==> src/rtl/lsd_pkg.sv <==
package lsd_pkg;

  // Fixed point: speed difference and gains carry FracBits fraction bits
  localparam int FracBits = 8;

  // 100 percent torque in Q7.8
  localparam logic [14:0] TorqueFull = 15'd25600;

  // Unity of the faster-wheel factor once the common FracBits scale is dropped
  localparam int          FastW   = 2 * FracBits + 1;
  localparam logic [FastW-1:0] FastOne = FastW'(1) << (2 * FracBits);

  // Slower-wheel extra term X is split at 3*FracBits into whole and fraction
  localparam int SplitBit = 3 * FracBits;

  // Configuration register indexes
  typedef enum logic [2:0] {
    CfgEnable    = 3'd0,
    CfgThreshold = 3'd1,
    CfgLimit     = 3'd2,
    CfgKGain     = 3'd3,
    CfgMGain     = 3'd4,
    CfgLGain     = 3'd5
  } cfg_idx_e;

  // faster_side codes
  localparam logic [1:0] SideNone  = 2'd0;
  localparam logic [1:0] SideLeft  = 2'd1;
  localparam logic [1:0] SideRight = 2'd2;

  typedef struct packed {
    logic        enable;
    logic [15:0] threshold;
    logic [14:0] limit;
    logic [15:0] k_gain;
    logic [15:0] m_gain;
    logic [15:0] l_gain;
  } cfg_t;

  // Beat handed from the factor stages to the scaling stages
  typedef struct packed {
    logic [14:0]      torque;
    logic             neg;        // right wheel faster
    logic             pass;       // pass command through
    logic [46:0]      p_slow;     // min(a,L)*k*m
    logic [31:0]      p_ext;      // l*(a-L) beyond the knee
    logic             fast_zero;  // faster factor not positive
    logic [FastW-1:0] fast_fac;   // faster factor, 2*FracBits fraction bits
  } fac_t;

endpackage

==> src/rtl/lsd_factor.sv <==
module lsd_factor (
  input  logic                 clk_i,
  input  logic                 rst_ni,
  input  logic                 adv_i,
  input  logic                 in_valid_i,
  input  logic [14:0]          torque_command_i,
  input  logic signed [15:0]   rear_difference_i,
  input  logic [15:0]          chassis_speed_i,
  input  logic                 diff_error_i,
  input  lsd_pkg::cfg_t        cfg_i,
  output logic                 valid_o,
  output lsd_pkg::fac_t        fac_o
);
  import lsd_pkg::*;

  logic [15:0] diff_u;
  logic        neg;
  logic [15:0] abs_d;
  logic        over;
  logic [14:0] base;
  logic [15:0] excess;
  logic        pass_d;
  logic [30:0] p_lin_d;
  logic [31:0] p_ext_d;

  logic        v1_q;
  logic [14:0] t1_q;
  logic        neg1_q;
  logic        pass1_q;
  logic [30:0] p_lin1_q;
  logic [31:0] p_ext1_q;

  logic [32:0] s_sum;
  fac_t        fac_d;
  logic        v2_q;
  fac_t        fac_q;

  // Stage 1: magnitude, knee split, first products
  assign diff_u  = rear_difference_i;
  assign neg     = diff_u[15];
  assign abs_d   = neg ? (16'd0 - diff_u) : diff_u;
  assign over    = abs_d > {1'b0, cfg_i.limit};
  assign base    = over ? cfg_i.limit : abs_d[14:0];
  assign excess  = over ? (abs_d - {1'b0, cfg_i.limit}) : 16'd0;
  assign pass_d  = !cfg_i.enable || diff_error_i ||
                   (chassis_speed_i <= cfg_i.threshold) || (diff_u == 16'd0);
  assign p_lin_d = 31'(base) * 31'(cfg_i.k_gain);
  assign p_ext_d = 32'(cfg_i.l_gain) * 32'(excess);

  always_ff @(posedge clk_i or negedge rst_ni) begin
    if (!rst_ni) begin
      v1_q <= 1'b0;
    end else if (adv_i) begin
      v1_q <= in_valid_i;
    end
  end

  always_ff @(posedge clk_i) begin
    if (adv_i) begin
      t1_q     <= torque_command_i;
      neg1_q   <= neg;
      pass1_q  <= pass_d;
      p_lin1_q <= p_lin_d;
      p_ext1_q <= p_ext_d;
    end
  end

  // Stage 2: slower-wheel gain product, faster-wheel factor
  assign s_sum = 33'(p_lin1_q) + 33'(p_ext1_q);

  always_comb begin
    fac_d.torque    = t1_q;
    fac_d.neg       = neg1_q;
    fac_d.pass      = pass1_q;
    fac_d.p_slow    = 47'(p_lin1_q) * 47'(cfg_i.m_gain);
    fac_d.p_ext     = p_ext1_q;
    fac_d.fast_zero = |s_sum[32:2*FracBits];
    fac_d.fast_fac  = FastOne - FastW'(s_sum[2*FracBits-1:0]);
  end

  always_ff @(posedge clk_i or negedge rst_ni) begin
    if (!rst_ni) begin
      v2_q <= 1'b0;
    end else if (adv_i) begin
      v2_q <= v1_q;
    end
  end

  always_ff @(posedge clk_i) begin
    if (adv_i) begin
      fac_q <= fac_d;
    end
  end

  assign valid_o = v2_q;
  assign fac_o   = fac_q;

endmodule

==> config.mk <==
export PLATFORM = sky130hd
export DESIGN_NAME = lsd_factor
export DESIGN_NICKNAME = d
export VERILOG_FILES = /design/src/rtl/lsd_pkg.sv /design/src/rtl/lsd_factor.sv
export SDC_FILE = /design/constraint.sdc
export NUM_CORES = 2
export LEC_CHECK = 0
export BUFFER_PORTS_ARGS = -buffer_cell sky130_fd_sc_hd__clkbuf_2
export CORE_ASPECT_RATIO = 0.6
export CORE_MARGIN = 4
export CORE_UTILIZATION = 40
export CTS_CLUSTER_SIZE = 25
export DETAILED_ROUTE_END_ITERATION = 8
export PLACE_DENSITY = 0.56
export SYNTH_ARGS = -nofsm -noshare
export SYNTH_HDL_FRONTEND = slang
export SYNTH_SLANG_ARGS = --single-unit
==> constraint.sdc <==
create_clock -name clk_i -period 9.51 [get_ports clk_i]
set_clock_uncertainty 0.15 [all_clocks]
set_input_delay 0.951 -clock clk_i [delete_from_list [all_inputs] [get_ports clk_i]]
set_output_delay 0.951 -clock clk_i [all_outputs]
set_load 0.01 [all_outputs]
==> flow_metrics.env <==
export IMPL_status="complete, no violations"
export IMPL_rsz0062_at_grt="true"
export IMPL_synth_largest_area_cell="fa_1"
export IMPL_syn_instance_count=4366
export IMPL_netlist_area_mm2=0.0413
export IMPL_synth_seq_cells=196
export IMPL_path_common_cell="fa_1"
export IMPL_synthToLayoutAreaGrowth_pct=13.8
export IMPL_yosysSeqAreaShare=0.142
export IMPL_wire_per_inst_um=20.1
export IMPL_antenna_left=0
export IMPL_num_vias=30800
export IMPL_slowest_delay_ns=0.57
export IMPL_worst_pin_slew_ns=1.16
export IMPL_fillers=9797
export IMPL_synthArstFlopShare=0.0102
export IMPL_hp_class="register to register"
export IMPL_antenna_found_initial=6
export IMPL_hold_viol=0
export IMPL_drive_gt1_frac=0.141
export IMPL_clock_latency_ns=0.53
export IMPL_postLayoutCoreUtil=0.463
export IMPL_crit_path_start="rear_difference_i[2]"
export IMPL_gp_congestion=0.891
export IMPL_grt_pass1_wl_um=193000
export IMPL_setup_worst_path_class="input port to register"
export IMPL_final_setup_viol_count=0
export IMPL_crit_path_end_kind="register"
export IMPL_yosysUniqueCellTypes=75
export IMPL_fin_crit_ns=9.33
export IMPL_dr_pass1_iters=5
export IMPL_crit_path_start_kind="input port"
export IMPL_grt_pass1_vias=32000
export IMPL_syn_num_nets=5660
export IMPL_clock_fmax_mhz=107
export IMPL_grt_overflow=0
export IMPL_fp_dieW_um=423
export IMPL_fin_crit_sh=0.981
export IMPL_drv_cap=0
export IMPL_cts_htree_levels=4
export IMPL_crit_family="adder cells"
export IMPL_finalWirelength_um=123000
export IMPL_die_area_mm2=0.109
export IMPL_synth_area_leaders="fa_1 (38%), edfxtp_1 (14%), ha_1 (12%)"
export IMPL_synth_top_area_frac=0.378
export IMPL_arrival_ns=9.45
export IMPL_ios=247
export IMPL_clkTransAtPathRegs_ns=0.08
export IMPL_syn_area_per_cell_um2=9.45
export IMPL_synth_edf_count=194
export IMPL_drt_initial_drc_count=2157
export IMPL_cts_root_buf="clkbuf_16"
export IMPL_yosysWarnings=0
export IMPL_reg2reg_from="p_lin1_q[10]"
export IMPL_drc=0
export IMPL_clockBufferDepth=2
export IMPL_core_mm2=0.101
export IMPL_min_from="t1_q[7]"
export IMPL_dp_hpwl_um=102000
export IMPL_numPortBuffers=246
export IMPL_slew_viol_final=0
export IMPL_fp_dieH_um=257
export IMPL_avgViaCountPerCell=5.03
export IMPL_nets=6036
export IMPL_grt_use_total=0.231
export IMPL_required_ns=9.63
export IMPL_slew_headroom=0.228
export IMPL_worstPathBufferInverterCount=7
export IMPL_cpMaxStageDelayCell="fa_1"
export IMPL_cts_tree="yes"
export IMPL_numCtsBuffers=17
export IMPL_start_util=0.407
export IMPL_synthFlopType="edfxtp_1"
export IMPL_placementRows=90
export IMPL_cp_max_fo=6
export IMPL_grt_max_degree=75
export IMPL_clock_sinks=196
## flip-flops by register name, indices dropped and copies added, names as in the netlist
signal	count
neg1_q	1
p_lin1_q	31
v1_q	1
p_ext1_q	32
t1_q	15
pass1_q	1
valid_o	1
fac_o	114
## cell families after synthesis
group | synth area share
AND/OR/NAND/NOR | 0.164
buffers and inverters | 0.0950
multiplexers | 0.00370
flip-flops | 0.142
XOR/XNOR | 0.0325
adder cells (fa/ha/maj) | 0.494
AO/OA/AOI/OAI | 0.0680
## worst paths after layout
check / endpoint / slack, ns / cells past startpoint
min reg2reg: fac_o[106] / 0.27 / 0
min: fac_o[106] / 0.27 / 0
max: p_ext1_q[26] / 0.18 / 36
max in group asynchronous: v1_q / 8.53 / 2
min in group asynchronous: valid_o / 0.58 / 2
max reg2reg: fac_o[92] / 1.29 / 23
## per-layer routing
layer	vias to the layer above	part of all wire	global-route usage
li1	14200	-	-
met3	112	0.087	0.0619
met2	1049	0.40	0.322
met1	15400	0.49	0.358
met4	2	0.016	0.0406
met5	-	0.00011	0
## worst register-to-register path: stages, from the launching register on
cell	delay, ns
edfxtp_1	1.12
nand2_1	0.20
fa_1	0.57
inv_1	0.06
fa_1	0.54
inv_1	0.05
fa_1	0.48
fa_1	0.56
inv_1	0.08
fa_1	0.49
inv_1	0.05
fa_1	0.47
inv_1	0.04
ha_1	0.36
a211o_1	0.33
o211ai_1	0.09
a21oi_1	0.14
o311ai_1	0.39
a21oi_1	0.19
o21a_1	0.22
o31a_1	0.33
o21ai_0	0.36
nand3_1	0.20
xor2_1	0.46
## cells in the mapped netlist, drive strengths merged (60+ instances only)
cell    instances
inv           864
fa            780
nand2         621
ha            382
and2          336
edfxtp        194
clkbuf        137
a21oi         135
xnor2         108
nor2          106
nor2b         106
o21ai          79
a21o           70
nand3          60
## layout make-up
class | instances | area (um2) | area share
multi-input combinational | 3141 | 32000 | 0.680
sequential | 196 | 5880 | 0.125
timing repair buffer | 522 | 3540 | 0.0754
inverter | 864 | 3240 | 0.0691
tap | 1380 | 1730 | 0.0368
clock buffer | 18 | 429 | 0.00914
clock inverter | 14 | 184 | 0.00392
antenna | 2 | 5.00 | 0.000107
## what timing repair did
action | in CTS | in global routing
hold buffers | 1 | 0
setup buffers | 0 | 17
gates cloned | 0 | 2
pin swaps | 0 | 80
gates resized for setup | 2 | 99
hold endpoints to repair | 2 | 0
setup endpoints to repair | 3 | 18
## cells in the final DEF, fill, tap and decap left out, types with 8 or more instances in the layout
cell         n
and2_1     329
nor2b_1    105
nand2b_1    32
o21ai_0     68
buf_4      250
edfxtp_1   194
xor2_1      45
nand2_1    617
clkbuf_16   18
fa_1       774
a21oi_1    121
a21oi_2     10
or2_2       12
o211ai_1    10
ha_1       373
ha_4         8
inv_1      857
nor2_1     100
nand4_1     17
xnor2_1    106
nand3_1     58
and3_1      29
o21a_1      27
o21bai_1    19
clkbuf_2   244
nor3_1      19
a21o_1      70
a211oi_1    19
a31oi_1      9
buf_12      13
buf_6       10
## metrics by stage
stage | instances | TNS [ns] | hold slack [ns] | instance area [um2] | worst slack [ns]
finish | 6137 | 0 | 0.272 | 47000 | 0.182
detailed placement | 6085 | -6.19 | 0.255 | 45800 | -0.611
global route | 6136 | -0.229 | 0.278 | 47000 | -0.0977
CTS | 6118 | 0 | 0.276 | 46400 | 0.0190
floorplan | 4366 | -0.0621 | 0.250 | 41500 | -0.0621
global placement | 6085 | -4.02 | 0.251 | 45800 | -0.418
Power is left out: the tool's default activity adds up to more than one toggle a clock period on the data nets, which glitch-free logic cannot reach.
