File: config.mk
export PLATFORM = sky130hd
export DESIGN_NAME = lsd_scale
export DESIGN_NICKNAME = d
export VERILOG_FILES = /design/src/rtl/lsd_pkg.sv /design/src/rtl/lsd_scale.sv
export SDC_FILE = /design/constraint.sdc
export NUM_CORES = 2
export LEC_CHECK = 0
export BUFFER_PORTS_ARGS = -buffer_cell sky130_fd_sc_hd__buf_4
export CORE_ASPECT_RATIO = 1.5
export CORE_MARGIN = 8
export CORE_UTILIZATION = 70
export CTS_BUF_LIST = sky130_fd_sc_hd__clkbuf_4
export DETAILED_ROUTE_END_ITERATION = 7
export PLACE_DENSITY = 0.95
export SLEW_MARGIN = 10
export SYNTH_ARGS = -nofsm -noshare
export SYNTH_HDL_FRONTEND = slang
export SYNTH_SLANG_ARGS = --single-unit
export TNS_END_PERCENT = 5
File: constraint.sdc
create_clock -name clk_i -period 14.75 [get_ports clk_i]
set_clock_uncertainty 0.1 [all_clocks]
set_input_delay 0.7375 -clock clk_i [delete_from_list [all_inputs] [get_ports clk_i]]
set_output_delay 0.7375 -clock clk_i [all_outputs]
set_load 0.02 [all_outputs]
File: src/rtl/lsd_pkg.sv
package lsd_pkg;

  // Fixed point: speed difference and gains carry FracBits fraction bits
  localparam int FracBits = 8;

  // 100 percent torque in Q7.8
  localparam logic [14:0] TorqueFull = 15'd25600;

  // Unity of the faster-wheel factor once the common FracBits scale is dropped
  localparam int          FastW   = 2 * FracBits + 1;
  localparam logic [FastW-1:0] FastOne = FastW'(1) << (2 * FracBits);

  // Slower-wheel extra term X is split at 3*FracBits into whole and fraction
  localparam int SplitBit = 3 * FracBits;

  // Configuration register indexes
  typedef enum logic [2:0] {
    CfgEnable    = 3'd0,
    CfgThreshold = 3'd1,
    CfgLimit     = 3'd2,
    CfgKGain     = 3'd3,
    CfgMGain     = 3'd4,
    CfgLGain     = 3'd5
  } cfg_idx_e;

  // faster_side codes
  localparam logic [1:0] SideNone  = 2'd0;
  localparam logic [1:0] SideLeft  = 2'd1;
  localparam logic [1:0] SideRight = 2'd2;

  typedef struct packed {
    logic        enable;
    logic [15:0] threshold;
    logic [14:0] limit;
    logic [15:0] k_gain;
    logic [15:0] m_gain;
    logic [15:0] l_gain;
  } cfg_t;

  // Beat handed from the factor stages to the scaling stages
  typedef struct packed {
    logic [14:0]      torque;
    logic             neg;        // right wheel faster
    logic             pass;       // pass command through
    logic [46:0]      p_slow;     // min(a,L)*k*m
    logic [31:0]      p_ext;      // l*(a-L) beyond the knee
    logic             fast_zero;  // faster factor not positive
    logic [FastW-1:0] fast_fac;   // faster factor, 2*FracBits fraction bits
  } fac_t;

endpackage

File: src/rtl/lsd_scale.sv
module lsd_scale (
  input  logic                 clk_i,
  input  logic                 rst_ni,
  input  logic                 adv_i,
  input  logic                 valid_i,
  input  lsd_pkg::fac_t        fac_i,
  output logic                 out_valid_o,
  output logic [14:0]          torque_left_o,
  output logic [14:0]          torque_right_o,
  output logic [1:0]           faster_side_o
);
  import lsd_pkg::*;

  logic [47:0] x_sum;
  logic [30:0] f_prod;

  logic        v3_q;
  logic [14:0] t3_q;
  logic        neg3_q;
  logic        pass3_q;
  logic        sat3_q;
  logic [15:0] xh3_q;
  logic [23:0] xl3_q;
  logic [14:0] fast3_q;

  logic [30:0] ph_d;
  logic [38:0] pl_d;

  logic        v4_q;
  logic [14:0] t4_q;
  logic        neg4_q;
  logic        pass4_q;
  logic        sat4_q;
  logic [14:0] fast4_q;
  logic [30:0] ph4_q;
  logic [14:0] plh4_q;

  logic [31:0] slow_sum;
  logic [14:0] slow_t;
  logic        v5_q;
  logic [14:0] left_q, left_d;
  logic [14:0] right_q, right_d;
  logic [1:0]  side_q, side_d;

  // Stage 3: slower extra term X, faster-wheel product
  assign x_sum  = 48'(fac_i.p_slow) + (48'(fac_i.p_ext) << FracBits);
  assign f_prod = 31'(fac_i.torque) * 31'(fac_i.fast_fac);

  always_ff @(posedge clk_i or negedge rst_ni) begin
    if (!rst_ni) begin
      v3_q <= 1'b0;
    end else if (adv_i) begin
      v3_q <= valid_i;
    end
  end

  always_ff @(posedge clk_i) begin
    if (adv_i) begin
      t3_q    <= fac_i.torque;
      neg3_q  <= fac_i.neg;
      pass3_q <= fac_i.pass;
      sat3_q  <= |x_sum[47:SplitBit+16];
      xh3_q   <= x_sum[SplitBit+15:SplitBit];
      xl3_q   <= x_sum[SplitBit-1:0];
      fast3_q <= fac_i.fast_zero ? 15'd0 : f_prod[2*FracBits+14:2*FracBits];
    end
  end

  // Stage 4: T times whole and fraction parts of X
  assign ph_d = 31'(t3_q) * 31'(xh3_q);
  assign pl_d = 39'(t3_q) * 39'(xl3_q);

  always_ff @(posedge clk_i or negedge rst_ni) begin
    if (!rst_ni) begin
      v4_q <= 1'b0;
    end else if (adv_i) begin
      v4_q <= v3_q;
    end
  end

  always_ff @(posedge clk_i) begin
    if (adv_i) begin
      t4_q    <= t3_q;
      neg4_q  <= neg3_q;
      pass4_q <= pass3_q;
      sat4_q  <= sat3_q;
      fast4_q <= fast3_q;
      ph4_q   <= ph_d;
      plh4_q  <= pl_d[SplitBit+14:SplitBit];
    end
  end

  // Stage 5: slower torque with saturation, wheel assignment
  assign slow_sum = 32'(t4_q) + 32'(ph4_q) + 32'(plh4_q);

  always_comb begin
    if ((sat4_q && (t4_q != 15'd0)) || (slow_sum > 32'(TorqueFull))) begin
      slow_t = TorqueFull;
    end else begin
      slow_t = slow_sum[14:0];
    end
    if (pass4_q) begin
      left_d  = t4_q;
      right_d = t4_q;
      side_d  = SideNone;
    end else if (!neg4_q) begin
      left_d  = fast4_q;
      right_d = slow_t;
      side_d  = SideLeft;
    end else begin
      left_d  = slow_t;
      right_d = fast4_q;
      side_d  = SideRight;
    end
  end

  always_ff @(posedge clk_i or negedge rst_ni) begin
    if (!rst_ni) begin
      v5_q <= 1'b0;
    end else if (adv_i) begin
      v5_q <= v4_q;
    end
  end

  always_ff @(posedge clk_i) begin
    if (adv_i) begin
      left_q  <= left_d;
      right_q <= right_d;
      side_q  <= side_d;
    end
  end

  assign out_valid_o    = v5_q;
  assign torque_left_o  = left_q;
  assign torque_right_o = right_q;
  assign faster_side_o  = side_q;

endmodule

==> metrics.txt <==
average routed wire per standard cell=20.7 um; Avg Cell Area, Syn=around 9.6 um^2; GP Congestion=about 0.95; Synthesized Nets=between 4000 and 5000; Yosys top cell area share=a little under two fifths; synth top area cells=sky130_fd_sc_hd__fa_1 (38%), sky130_fd_sc_hd__edfxtp_1 (16%), sky130_fd_sc_hd__ha_1 (12%); final std cell area, no fill=about 37000 um^2; drt drc=2; clock tree root driver cell=sky130_fd_sc_hd__clkbuf_4; area post-placement=around 37000 um^2; length of the first detailed-routing pass in iterations=8; yosys synthesis warning count=0; starting density of the core=a little over two thirds; number of buffers inserted during clock tree synthesis=17; WS Path Type=reg2reg; Data required, critical path=around 15000 ps; Final Max Slew Viols=0; final-report hold violation count=0; Setup crit end kind=flip-flop; portion of the post-synthesis area used by sequential elements=between 10% and 20%; worst hold slack after final layout=between 70 and 80 ps; data arrival time of the critical path=~7900 ps; area added between synthesis and finish=5.09%; DP Wirelength=a little over 70000 um; setup TNS after final layout=0 ps; width of the die=between 150 and 200 um; initial antenna violation count=4; number of storage elements in the synthesis netlist=roughly 190; number of port buffers=150; Fill cells=3204; critical path cell sequence=buf_4 > nand2_1 > fa_1 > fa_1 > inv_1 > fa_1 > fa_1 > fa_1 > inv_1 > fa_1 > inv_1 > ha_1 > nand4_1 > or2_2 > a2111oi_0 > o31ai_1 > a31oi_1 > o21ai_0 > a21boi_0 > o21a_1 > o21a_1 > nor2_1 > xnor2_1; failing checks=DRC; final setup vio count=0; via count of the first global-routing pass=around 30000; first-pass GRT wire length=148000 um; Slew @ Worst Pin=approximately 980 ps; Die H=~290 um; num ports=151; most numerous cell in the Yosys netlist=sky130_fd_sc_hd__inv_1; crit start category=flip-flop; post-CTS clock slew at the launch and capture registers of the worst setup and hold paths=between 150 and 200 ps; slowest cell delay on critical path=600 ps; Critical Path Most Common Cell=sky130_fd_sc_hd__fa_1; TritonCTS Sinks=187; Async S/R FF share, synth=1.60%; most area-hungry cell type in the Yosys netlist=sky130_fd_sc_hd__fa_1; WL final=90900 um; status=finished with violations; crit path max fanout=slightly above 40; CTS tree=yes; Layout Nets=slightly below 5000; share of cells above drive strength 1=under 10%; Critical-path top delay cell=sky130_fd_sc_hd__fa_1; number of placement rows=101; First DRT Iteration DRCs=roughly 2300; H-Tree Depth=4; number of enable flip-flop cells after synthesis=~180; predominant post-synthesis flop cell=sky130_fd_sc_hd__edfxtp_1; highest clock rate=134 MHz; sum of overflow across all layers after global routing=0; clock period minus worst slack=7490 ps; post-DR vias/cell=just over 6; number of vias after detailed routing=about 27000; summed instance area of the synthesized netlist=about 35000 um^2; top post-synthesis cells by count=sky130_fd_sc_hd__inv_1 (727), sky130_fd_sc_hd__fa_1 (671), sky130_fd_sc_hd__nand2_1 (508); type of the most critical hold path=in2reg; Rel. slew slack=approximately a third; kind of cell adding the most delay to the critical path=adder cells; synthesized netlist cell count=3668; floorplan die area=around 58000 um^2; total track usage=about a third; unrepaired setup endpoints after global routing=false; Core Area=roughly 50000 um^2; Max Root-Sink Buffers=2; final worst-path cycle share=between 50% and 60%; synth unique cells=between 70 and 80; maximum number of pins on one net before global-route repair=74; remaining number of nets flagged by the antenna check after routing=0; clock network latency to the later pin of the worst-skew pair=a little over 700 ps; Maximum Capacitance Violations=0; number of buffers and inverters on the critical path=4
==> per-stage QoR <==
stage / util, % / cells / setup WS [ps]
detailed placement: 73.3 / 4351 / 7150
CTS: 73.9 / 4384 / 7400
finish: 73.9 / 4387 / 7260
floorplan: - / 3668 / 7570
global placement: 73.3 / 4351 / 7460
global route: 73.9 / 4386 / 6900
==> state kept, by name, indices dropped and copies added (netlist names), 2 cells and up <==
| name | cells |
|---|---|
| fast3_q | 15 |
| fast4_q | 15 |
| faster_side_o | 2 |
| ph4_q | 31 |
| plh4_q | 15 |
| t3_q | 15 |
| t4_q | 15 |
| torque_left_o | 15 |
| torque_right_o | 15 |
| xh3_q | 16 |
| xl3_q | 24 |
==> path summary, 6_finish.rpt <==
path                               end   startpoint  slack [ps]  cells past startpoint
max                          plh4_q[6]      t3_q[6]        7260                     23
min                           xl3_q[0]    fac_i[50]          80                      1
max reg2reg                  plh4_q[6]      t3_q[6]        7260                     23
min reg2reg                fast4_q[14]  fast3_q[14]         340                      0
max in group asynchronous         v3_q       rst_ni       14170                      2
min in group asynchronous  out_valid_o       rst_ni         290                      2
==> layout make-up <==
cell class	count	area, um^2	share of cell area, %
clock inverter	12	114	0.306
tap	669	837	2.25
timing repair buffer	170	1280	3.45
multi-input combinational	2597	26400	71.1
sequential	187	5600	15.1
inverter	729	2740	7.36
clock buffer	20	150	0.404
antenna	3	7.51	0.0202
==> worst register-to-register path, delay by kind of cell (launching register included) <==
| family | cells | cell delay [ps] |
|---|---|---|
| fa+ha+maj | 7 | 3410 |
| compound gates | 7 | 1920 |
| simple gates | 4 | 720 |
| buf+inv | 4 | 670 |
| flops | 1 | 360 |
| xor+xnor | 1 | 130 |
==> timing repair <==
| action | CTS | global route |
|---|---|---|
| endpoints found under the hold margin | 3 | 0 |
| gates resized for setup | 0 | 0 |
| buffers inserted | 0 | 0 |
| hold buffers | 1 | 0 |
==> routing by layer <==
layer	GRT usage (%)	wire, um	share of wire, %	up-vias
met5	0	31	0.034	-
met4	24.6	7410	8.1	4
met3	5.59	7130	7.8	582
met2	57.5	48000	53	1657
met1	34.2	28400	31	13300
li1	-	-	-	11400
==> cell usage in the layout, fill, tap and decap left out, types with 6 or more instances in the layout <==
cell type	count
sky130_fd_sc_hd__o211ai_1	7
sky130_fd_sc_hd__nor2_1	88
sky130_fd_sc_hd__nand4_1	20
sky130_fd_sc_hd__o31ai_1	7
sky130_fd_sc_hd__and4_1	6
sky130_fd_sc_hd__nand3_1	40
sky130_fd_sc_hd__buf_4	168
sky130_fd_sc_hd__and3_1	15
sky130_fd_sc_hd__nor2b_1	12
sky130_fd_sc_hd__nor3_1	28
sky130_fd_sc_hd__fa_1	671
sky130_fd_sc_hd__o21ai_0	42
sky130_fd_sc_hd__and2_1	392
sky130_fd_sc_hd__a211oi_1	17
sky130_fd_sc_hd__or2_2	8
sky130_fd_sc_hd__xor2_1	20
sky130_fd_sc_hd__nand2_1	508
sky130_fd_sc_hd__clkbuf_4	20
sky130_fd_sc_hd__a31oi_1	18
sky130_fd_sc_hd__o21a_1	20
sky130_fd_sc_hd__xnor2_1	81
sky130_fd_sc_hd__inv_1	727
sky130_fd_sc_hd__edfxtp_1	184
sky130_fd_sc_hd__nand2b_1	14
sky130_fd_sc_hd__nor4_1	7
sky130_fd_sc_hd__o21bai_1	12
sky130_fd_sc_hd__a21oi_1	103
sky130_fd_sc_hd__ha_1	331
sky130_fd_sc_hd__a21o_1	55
==> cells by family after synthesis <==
logic type	synth area share [%]
AOI/OAI and AO/OA	6.25
xor gates and xnor gates	2.50
adders and majority gates	49.7
buffers and inverters	9.41
DFF	15.8
muxes	0.184
and+or+nand+nor	16.1
Power is left out: the tool's default activity adds up to more than one toggle a clock period on the data nets, which glitch-free logic cannot reach.
