## config.mk

```make
export PLATFORM = sky130hd
export DESIGN_NAME = lsd_cfg
export DESIGN_NICKNAME = d
export VERILOG_FILES = /design/src/rtl/lsd_pkg.sv /design/src/rtl/lsd_cfg.sv
export SDC_FILE = /design/constraint.sdc
export NUM_CORES = 1
export LEC_CHECK = 0
export ABC_AREA = 1
export BUFFER_PORTS_ARGS = -buffer_cell sky130_fd_sc_hd__buf_4
export CORE_ASPECT_RATIO = 1.25
export CORE_MARGIN = 2
export CORE_UTILIZATION = 54
export DETAILED_ROUTE_END_ITERATION = 8
export PLACE_DENSITY = 0.84
export SKIP_CTS_REPAIR_TIMING = 1
export SLEW_MARGIN = 5
export SYNTH_ARGS = -nofsm -noshare
export SYNTH_HDL_FRONTEND = slang
export SYNTH_SLANG_ARGS = --single-unit
```

## constraint.sdc

```tcl
create_clock -name clk_i -period 1.3 [get_ports clk_i]
set_input_delay 0.13 -clock clk_i [delete_from_list [all_inputs] [get_ports clk_i]]
set_output_delay 0.13 -clock clk_i [all_outputs]
set_load 0.02 [all_outputs]
```

## src/rtl/lsd_pkg.sv

```systemverilog
package lsd_pkg;

  // Fixed point: speed difference and gains carry FracBits fraction bits
  localparam int FracBits = 8;

  // 100 percent torque in Q7.8
  localparam logic [14:0] TorqueFull = 15'd25600;

  // Unity of the faster-wheel factor once the common FracBits scale is dropped
  localparam int          FastW   = 2 * FracBits + 1;
  localparam logic [FastW-1:0] FastOne = FastW'(1) << (2 * FracBits);

  // Slower-wheel extra term X is split at 3*FracBits into whole and fraction
  localparam int SplitBit = 3 * FracBits;

  // Configuration register indexes
  typedef enum logic [2:0] {
    CfgEnable    = 3'd0,
    CfgThreshold = 3'd1,
    CfgLimit     = 3'd2,
    CfgKGain     = 3'd3,
    CfgMGain     = 3'd4,
    CfgLGain     = 3'd5
  } cfg_idx_e;

  // faster_side codes
  localparam logic [1:0] SideNone  = 2'd0;
  localparam logic [1:0] SideLeft  = 2'd1;
  localparam logic [1:0] SideRight = 2'd2;

  typedef struct packed {
    logic        enable;
    logic [15:0] threshold;
    logic [14:0] limit;
    logic [15:0] k_gain;
    logic [15:0] m_gain;
    logic [15:0] l_gain;
  } cfg_t;

  // Beat handed from the factor stages to the scaling stages
  typedef struct packed {
    logic [14:0]      torque;
    logic             neg;        // right wheel faster
    logic             pass;       // pass command through
    logic [46:0]      p_slow;     // min(a,L)*k*m
    logic [31:0]      p_ext;      // l*(a-L) beyond the knee
    logic             fast_zero;  // faster factor not positive
    logic [FastW-1:0] fast_fac;   // faster factor, 2*FracBits fraction bits
  } fac_t;

endpackage

```

## src/rtl/lsd_cfg.sv

```systemverilog
module lsd_cfg (
  input  logic                 clk_i,
  input  logic                 rst_ni,
  input  logic                 cfg_we_i,
  input  logic [2:0]           cfg_index_i,
  input  logic [15:0]          cfg_wdata_i,
  output lsd_pkg::cfg_t        cfg_o
);
  import lsd_pkg::*;

  cfg_t cfg_q, cfg_d;

  // Register write decode
  always_comb begin
    cfg_d = cfg_q;
    if (cfg_we_i) begin
      case (cfg_index_i)
        CfgEnable:    cfg_d.enable    = cfg_wdata_i[0];
        CfgThreshold: cfg_d.threshold = cfg_wdata_i;
        CfgLimit:     cfg_d.limit     = cfg_wdata_i[14:0];
        CfgKGain:     cfg_d.k_gain    = cfg_wdata_i;
        CfgMGain:     cfg_d.m_gain    = cfg_wdata_i;
        CfgLGain:     cfg_d.l_gain    = cfg_wdata_i;
        default:      cfg_d = cfg_q;
      endcase
    end
  end

  always_ff @(posedge clk_i or negedge rst_ni) begin
    if (!rst_ni) begin
      cfg_q.enable    <= 1'b1;
      cfg_q.threshold <= 16'd0;
      cfg_q.limit     <= 15'd0;
      cfg_q.k_gain    <= 16'd0;
      cfg_q.m_gain    <= 16'd256;
      cfg_q.l_gain    <= 16'd0;
    end else begin
      cfg_q <= cfg_d;
    end
  end

  assign cfg_o = cfg_q;

endmodule

```

==> results of run 1 <==
## power breakdown
group | switching [mW] | internal (mW)
Sequential | 0.291 | 2.96
Combinational | 1.22 | 0.845
Clock | 0.870 | 0.937
## through the flow
stage	power (mW)	TNS, ns	setup WS, ns	cell area, µm²
2_1_floorplan	4.27	0	0.384	3170
4_1_cts	7.14	0	0.141	4230
5_1_grt	7.45	0	0.123	4240
3_3_place_gp	5.29	0	0.0337	4030
3_5_place_dp	5.36	-0.595	-0.0585	4030
6_report	7.12	0	0.151	4240
## layout by cell type, fill, tap and decap left out, types with 2 or more instances in the layout
cell type | synthesis | final
dfstp_2 | 2 | 2
buf_4 | 2 | 109
inv_2 | 2 | 2
buf_12 | 0 | 2
nand3_1 | 48 | 48
nand2_2 | 4 | 4
inv_1 | 3 | 3
clkbuf_8 | 0 | 10
nand2_1 | 198 | 198
nor2_4 | 4 | 4
clkinv_2 | 0 | 2
nor2_2 | 2 | 2
dfrtp_1 | 78 | 78
## worst min-delay path by stage
stage / endpoint / slack, ns / cells after the start
finish: cfg_o[39]$_DFFE_PN0P_ / 0.03 / 3
global route: cfg_o[1]$_DFFE_PN0P_ / 0.03 / 3
CTS: cfg_o[66]$_DFFE_PN0P_ / -0.31 / 1
detailed placement: cfg_o[66]$_DFFE_PN0P_ / 0.07 / 1
global placement: cfg_o[51]$_DFFE_PN0P_ / 0.06 / 1
floorplan: cfg_o[0]$_DFFE_PN0P_ / -0.17 / 0
## kinds of logic after synthesis
family                 after synthesis  synth area share (%)
flip-flops                          80                  63.3
buffers and inverters               20                  3.00
AND/OR/NAND/NOR                    256                  33.7
## worst register-to-register path: cells and delay by family (launching register included)
family	cells	cell delay, ns
and+or+nand+nor	2	0.13
DFF	1	0.54
## layout make-up
class                           instances  area (µm²)
Clock buffer                           11         141
Clock inverter                          5        56.3
Fill cell                             421        1500
Multi-Input combinational cell        256        1070
Inverter                                6        22.5
Sequential cell                        80        2000
Tap cell                               66        82.6
Timing Repair Buffer                  112         868
## per-layer routing
metal | global-route usage, % | vias up | routed length (µm)
li1 | - | 1325 | -
met3 | 2.79 | 12 | 478
met2 | 45.0 | 130 | 4320
met5 | 0 | - | 0
met1 | 33.6 | 1371 | 3300
met4 | 13.0 | 0 | 159
==> flow_metrics.py, run 1 <==
metrics = {
    "timing": {
        "period_share_pct": 88.4,
        "worst_pin_slew_ns": 0.496,
        "hold_slack_ns": 0.0290,
        "rsz0062_at_grt": "no",
        "slew-limit-headroom_pct": 66.8,
        "finalClockSkew_ns": 0,
        "min_period_ns": 1.15,
        "finalMaxSlewViolations": 0,
        "setup_violations": 0,
        "fmax_mhz": 871,
        "hold_viol": 0,
    },
    "grt": {
        "grt_overflow": 0,
        "grt_usage_pct": 26.3,
        "grt_pass1_vias": 2623,
        "grt_first_pass_wirelength_um": 12800,
        "grt_start_max_net_pins": 40,
        "antenna_found_initial": 0,
    },
    "min_path": {
        "min_path_type": "primary input to register",
        "hold_start": "cfg_wdata_i[7]",
    },
    "critical_path": {
        "startpoint": "cfg_o[79]$_DFFE_PN1P_",
        "r2r_cells": 2,
        "cpMaxStageDelayCell": "dfstp_2",
        "critPathTopFamily": "flip-flops",
        "cp.required_ns": 1.17,
        "crit_cells": 1,
        "r2r_end": "cfg_o[24]$_DFFE_PN1P_",
        "cp-start-kind": "register",
        "crit_chain": "buf_4",
        "cp.arrival_ns": 1.02,
        "critical_path_class": "register to output pin",
        "timing.rr.start": "cfg_o[24]$_DFFE_PN1P_",
        "end_kind": "output pin",
        "crit_buf_inv": 1,
        "crit_path_end": "cfg_o[79]",
        "cpPeakStageDelay_ns": 0.55,
        "crit_fanout": 2,
        "r2r_slack_ns": 0.58,
    },
    "synthesis": {
        "synth_edf_count": 0,
        "synth-async-reset-ratio_pct": 100,
        "yosysMostFrequentCell": "nand2_1",
        "netlist-cell-type-count": 13,
        "synthCells": 356,
        "ys.flop_type": "dfrtp_1",
        "postSynthAreaPerCell_um2": 8.89,
        "netlist_area_um2": 3170,
        "synth_fp_nets": 378,
        "yosysWarnings": 0,
        "synth_area_leaders": "dfrtp_1 62%, nand2_1 23%, nand3_1 7.6%, dfstp_2 1.7%, buf_2 1.6%",
        "ys_ff_latch": 80,
        "ys_top_cells_by_count": "198 x nand2_1, 78 x dfrtp_1, 48 x nand3_1",
        "ys_seq_area_share_pct": 63.3,
        "synth_top_area_share_pct": 61.7,
        "synth_largest_area_cell": "dfrtp_1",
    },
    "floorplanning": {
        "row_count": 31,
        "io-pin-count": 102,
        "core_um2": 5740,
        "initial_core_util_pct": 55.1,
        "chipWidth_um": 72.5,
        "die_y_um": 89.6,
        "fp.dieArea_um2": 6490,
    },
    "cts": {
        "cts.sinks": 80,
        "cts_tree": "built",
        "clock-root-buffer": "clkbuf_8",
        "clkTransAtPathRegs_ns": 0.08,
        "numCtsBuffers": 9,
        "clock_path_buffers": 2,
        "cts_max_level": 3,
        "clock_latency_ns": 0.34,
    },
    "run_status": {
        "outcome": "finished, final reports clean",
    },
    "routing": {
        "viasPerCell": 5.29,
        "vias": 2838,
        "drt_iter0_drc": 370,
        "drt-total-wl_um": 8250,
        "firstDrtPassIters": 5,
        "ant_nets": 0,
        "wl_per_cell_um": 15.4,
        "drc": 0,
    },
    "power_and_ir_drop": {
        "irDropWorstVdd_mv": 0.831,
        "p_leak_nw": 2.40,
        "power.density_nw_per_um2": 1680,
    },
    "layout": {
        "area_delta_synth_final_pct": 34.0,
        "drive_gt1_share_pct": 29.8,
        "antenna_cells": 0,
        "final_util_pct": 73.9,
        "nNetsFinal": 487,
        "largest_reg_flops": 80,
        "instances_no_fill": 536,
    },
    "place": {
        "placedCellCount": 519,
        "place_congestion": 0.780,
        "hpwl_um": 5840,
        "port_buffers": 101,
    },
    "flow_run": {
        "max-cap-violations": 0,
    },
}
Note: power is estimated with default switching activity, not from simulation.
==> run 2, diff against run 1 <==
Settings changed: CORE_UTILIZATION 54 to 40, PLACE_DENSITY 0.84 to 0.65.
==> flow_metrics.py, run 2 (synthesis results as in run 1) <==
metrics = {
    "run_status": {
        "outcome": "finished, final reports clean",
    },
    "grt": {
        "grt_usage_pct": 20.2,
        "grt_start_max_net_pins": 27,
        "grt_overflow": 0,
        "antenna_found_initial": 0,
        "grt_first_pass_wirelength_um": 13500,
        "grt_pass1_vias": 2620,
    },
    "critical_path": {
        "crit_buf_inv": 1,
        "cp.arrival_ns": 1.02,
        "critPathTopFamily": "flip-flops",
        "critical_path_class": "register to output pin",
        "r2r_slack_ns": 0.59,
        "end_kind": "output pin",
        "cpPeakStageDelay_ns": 0.54,
        "crit_chain": "buf_4",
        "cp.required_ns": 1.17,
        "crit_fanout": 2,
        "cpMaxStageDelayCell": "dfstp_2",
        "cp-start-kind": "register",
    },
    "routing": {
        "drc": 0,
        "ant_nets": 0,
        "viasPerCell": 4.84,
        "firstDrtPassIters": 4,
        "vias": 2742,
        "wl_per_cell_um": 14.9,
        "drt-total-wl_um": 8470,
        "drt_iter0_drc": 214,
    },
    "cts": {
        "clock_latency_ns": 0.34,
        "clkTransAtPathRegs_ns": 0.08,
        "cts_tree": "built",
        "clock_path_buffers": 2,
        "numCtsBuffers": 9,
        "cts_max_level": 3,
        "cts.sinks": 80,
        "clock-root-buffer": "clkbuf_8",
    },
    "flow_run": {
        "max-cap-violations": 0,
    },
    "floorplanning": {
        "initial_core_util_pct": 40.9,
        "chipWidth_um": 83.6,
        "core_um2": 7750,
        "fp.dieArea_um2": 8650,
        "die_y_um": 103,
        "io-pin-count": 102,
        "row_count": 36,
    },
    "timing": {
        "setup_violations": 0,
        "hold_viol": 0,
        "worst_pin_slew_ns": 0.403,
        "finalMaxSlewViolations": 0,
        "period_share_pct": 88.3,
        "hold_slack_ns": 0.0280,
        "min_period_ns": 1.15,
        "finalSetupTns_ns": 0,
        "slew-limit-headroom_pct": 73.1,
        "rsz0062_at_grt": "no",
        "finalClockSkew_ns": 0,
        "fmax_mhz": 871,
    },
    "power_and_ir_drop": {
        "irDropWorstVdd_mv": 0.853,
        "p_leak_nw": 2.41,
        "power.density_nw_per_um2": 1720,
    },
    "layout": {
        "drive_gt1_share_pct": 29.9,
        "mostFrequentLayoutCells": "198 x nand2_1, 111 x buf_4, 78 x dfrtp_1",
        "sequential_cell_area_um2": 2000,
        "final_common_cell": "nand2_1",
        "largest_reg_flops": 80,
        "area_delta_synth_final_pct": 36.8,
        "nNetsFinal": 489,
        "antenna_cells": 0,
        "multi_input_area_um2": 1070,
        "fillers": 750,
    },
    "min_path": {
        "min_path_type": "primary input to register",
    },
    "place": {
        "port_buffers": 101,
        "place_congestion": 0.788,
        "hpwl_um": 6080,
    },
}
[run 2: layer usage]
layer,vias to the layer above,GRT usage (%),part of all wire (%)
met5,-,0,0
met3,10,4.05,5.2
met2,72,34.2,51
met4,0,8.19,1.6
met1,1326,25.8,43
li1,1334,-,-
[run 2: final cells by class]
cell class,instances,share of cell area [%]
sequential,80,46.3
clock buffer,11,3.03
clock inverter,5,2.43
tap,95,2.74
multi-input combinational,256,24.6
inverter,6,0.520
timing repair buffer,114,20.4
[run 2: final timing paths]
kind | start | endpoint | depth (start not counted)
max | cfg_o[24]$_DFFE_PN1P_ | cfg_o[24] | 1
min | cfg_wdata_i[15] | cfg_o[15]$_DFFE_PN0P_ | 3
max reg2reg | cfg_o[24]$_DFFE_PN1P_ | cfg_o[24]$_DFFE_PN1P_ | 2
min reg2reg | cfg_o[79]$_DFFE_PN1P_ | cfg_o[79]$_DFFE_PN1P_ | 2
max in group asynchronous | rst_ni | cfg_o[36]$_DFFE_PN0P_ | 3
min in group asynchronous | rst_ni | cfg_o[47]$_DFFE_PN0P_ | 2
[run 2: worst register-to-register path, cell delays in order, from the launching register on]
cell and delay, ns:
dfstp_2 0.54, nand2_1 0.05, nand2_1 0.07
[run 2: power by group]
group          switching, mW  internal, mW  leakage (nW)
Sequential             0.288          2.96          1.00
Combinational           1.20         0.847          1.30
Clock                  0.872          1.28         0.110
Total                   2.36          5.09          2.41
[run 2: stage by stage]
stage / setup slack, ns / power [mW] / std cells / cell area [µm²] / utilization, %
2_1_floorplan: 0.384 / 4.27 / 356 / 3170 / -
3_5_place_dp: 0.214 / 5.37 / 550 / 4090 / 52.7
6_report: 0.152 / 7.45 / 567 / 4330 / 55.9
5_1_grt: 0.108 / 7.84 / 567 / 4330 / 55.9
4_1_cts: 0.128 / 7.54 / 566 / 4320 / 55.8
3_3_place_gp: 0.244 / 5.33 / 550 / 4090 / 52.7
==> run 3, diff against run 2 <==
Settings changed: CELL_PAD_IN_SITES_DETAIL_PLACEMENT set to 1, CELL_PAD_IN_SITES_GLOBAL_PLACEMENT set to 2, CORE_UTILIZATION 40 to 31, PLACE_DENSITY 0.65 to not set, PLACE_DENSITY_LB_ADDON set to 0.1.
==> flow_metrics.py, run 3 (synthesis results as in run 1) <==
metrics = {
    "run_status": {
        "outcome": "finished, final reports clean",
    },
    "power_and_ir_drop": {
        "irDropWorstVdd_mv": 0.741,
        "p_comb_share_pct": 25.1,
        "pwr-share-seq_pct": 39.7,
        "total_power_mw": 8.23,
        "power.internal_mw": 5.74,
        "pwr-share-clk_pct": 35.3,
        "power.switching_mw": 2.48,
        "power.density_nw_per_um2": 1840,
        "p_leak_nw": 2.47,
        "switching_share_pct": 30.2,
    },
    "routing": {
        "ant_nets": 0,
        "drt_iter0_drc": 95,
        "drc": 0,
        "vias": 2795,
        "wl_per_cell_um": 16.2,
        "firstDrtPassIters": 4,
        "viasPerCell": 4.66,
        "drt-total-wl_um": 9730,
    },
    "floorplanning": {
        "initial_core_util_pct": 31.6,
        "core_um2": 10000,
        "chipWidth_um": 94.4,
        "die_y_um": 117,
        "fp.dieArea_um2": 11000,
        "io-pin-count": 102,
        "row_count": 41,
    },
    "place": {
        "place_congestion": 0.735,
        "port_buffers": 101,
        "placedCellCount": 583,
        "hpwl_um": 7050,
    },
    "critical_path": {
        "crit_fanout": 2,
        "cpMaxStageDelayCell": "dfstp_2",
        "crit_buf_inv": 1,
        "crit_chain": "buf_4",
        "critical_path_class": "register to output pin",
        "cp-start-kind": "register",
        "critPathTopFamily": "flip-flops",
        "cpPeakStageDelay_ns": 0.53,
        "cp.required_ns": 1.17,
        "end_kind": "output pin",
        "cp.arrival_ns": 1.00,
    },
    "layout": {
        "largest_reg_flops": 80,
        "fillers": 1211,
        "antenna_cells": 0,
        "area_delta_synth_final_pct": 41.4,
        "nNetsFinal": 488,
        "drive_gt1_share_pct": 29.9,
        "final_common_cell": "nand2_1",
        "instances_no_fill": 600,
        "mostFrequentLayoutCells": "198 x nand2_1, 110 x buf_4, 78 x dfrtp_1",
    },
    "cts": {
        "clock_latency_ns": 0.32,
        "clock_path_buffers": 2,
        "clock-root-buffer": "clkbuf_16",
        "numCtsBuffers": 9,
        "cts_tree": "built",
        "cts_max_level": 3,
        "clkTransAtPathRegs_ns": 0.06,
        "cts.sinks": 80,
    },
    "flow_run": {
        "max-cap-violations": 0,
    },
    "grt": {
        "antenna_found_initial": 0,
        "grt_start_max_net_pins": 34,
        "grt_first_pass_wirelength_um": 15200,
        "grt_overflow": 0,
        "grt_pass1_vias": 2730,
        "grt_usage_pct": 18.6,
    },
    "min_path": {
        "min_path_type": "primary input to register",
    },
    "timing": {
        "rsz0062_at_grt": "no",
        "hold_slack_ns": 0.0486,
        "hold_viol": 0,
        "finalMaxSlewViolations": 0,
        "fmax_mhz": 884,
        "setup_violations": 0,
        "min_period_ns": 1.13,
        "worst_pin_slew_ns": 0.532,
        "period_share_pct": 87.1,
        "finalSetupTns_ns": 0,
        "slew-limit-headroom_pct": 64.4,
        "finalClockSkew_ns": 0,
    },
}
run 3: changes by cell type in the layout (fill, tap and decap cells not counted), sizes merged:
cell	previous run	this run
clkinv	1	3
clkinvlp	2	0
buf	113	112
run 3: final timing paths:
kind / cells after the start / end / slack, ns / startpoint
min in group asynchronous: 2 / cfg_o[56]$_DFFE_PN0P_ / 0.21 / rst_ni
max in group asynchronous: 3 / cfg_o[79]$_DFFE_PN1P_ / 0.57 / rst_ni
worst max-delay path: 1 / cfg_o[79] / 0.17 / cfg_o[79]$_DFFE_PN1P_
worst min register to register: 2 / cfg_o[24]$_DFFE_PN1P_ / 0.46 / cfg_o[24]$_DFFE_PN1P_
worst min-delay path: 3 / cfg_o[33]$_DFFE_PN0P_ / 0.05 / cfg_wdata_i[1]
worst max register to register: 2 / cfg_o[24]$_DFFE_PN1P_ / 0.60 / cfg_o[24]$_DFFE_PN1P_
run 3: metal layers:
layer | vias up | part of all wire [%] | GRT usage [%]
met1 | 1384 | 42 | 23.5
met5 | - | 0 | 0
li1 | 1332 | - | -
met2 | 71 | 52 | 32.1
met4 | 0 | 1.0 | 5.51
met3 | 8 | 5.4 | 4.10
run 3: power by group through the flow:
stage | combinational [mW] | clock [mW] | sequential, mW
6_report | 2.06 | 2.90 | 3.26
5_1_grt | 2.26 | 3.08 | 3.33
4_1_cts | 2.10 | 2.97 | 3.27
3_5_place_dp | 2.10 | 0 | 3.31
3_3_place_gp | 2.06 | 0 | 3.30
2_1_floorplan | 0.441 | 0 | 3.83
run 3: area by class of cell:
| type | instances | area, µm² | area share, % |
|---|---|---|---|
| inverter | 6 | 22.5 | 0.503 |
| sequential | 80 | 2000 | 44.8 |
| multi-input combinational | 256 | 1070 | 23.8 |
| clock inverter | 5 | 104 | 2.32 |
| timing repair buffer | 113 | 876 | 19.6 |
| tap | 129 | 161 | 3.61 |
| clock buffer | 11 | 243 | 5.42 |
run 3: worst register-to-register path: cells and delay by family, from the launching register on:
family,cells,cell delay (ns)
simple gates,2,0.12
flops,1,0.53
run 3: per-stage QoR:
stage	setup WS, ns	cell area, µm²	util (%)
floorplan	0.384	3170	-
global route	0.135	4480	44.8
finish	0.168	4480	44.8
detailed placement	0.0789	4120	41.2
CTS	0.148	4470	44.7
global placement	0.177	4120	41.2
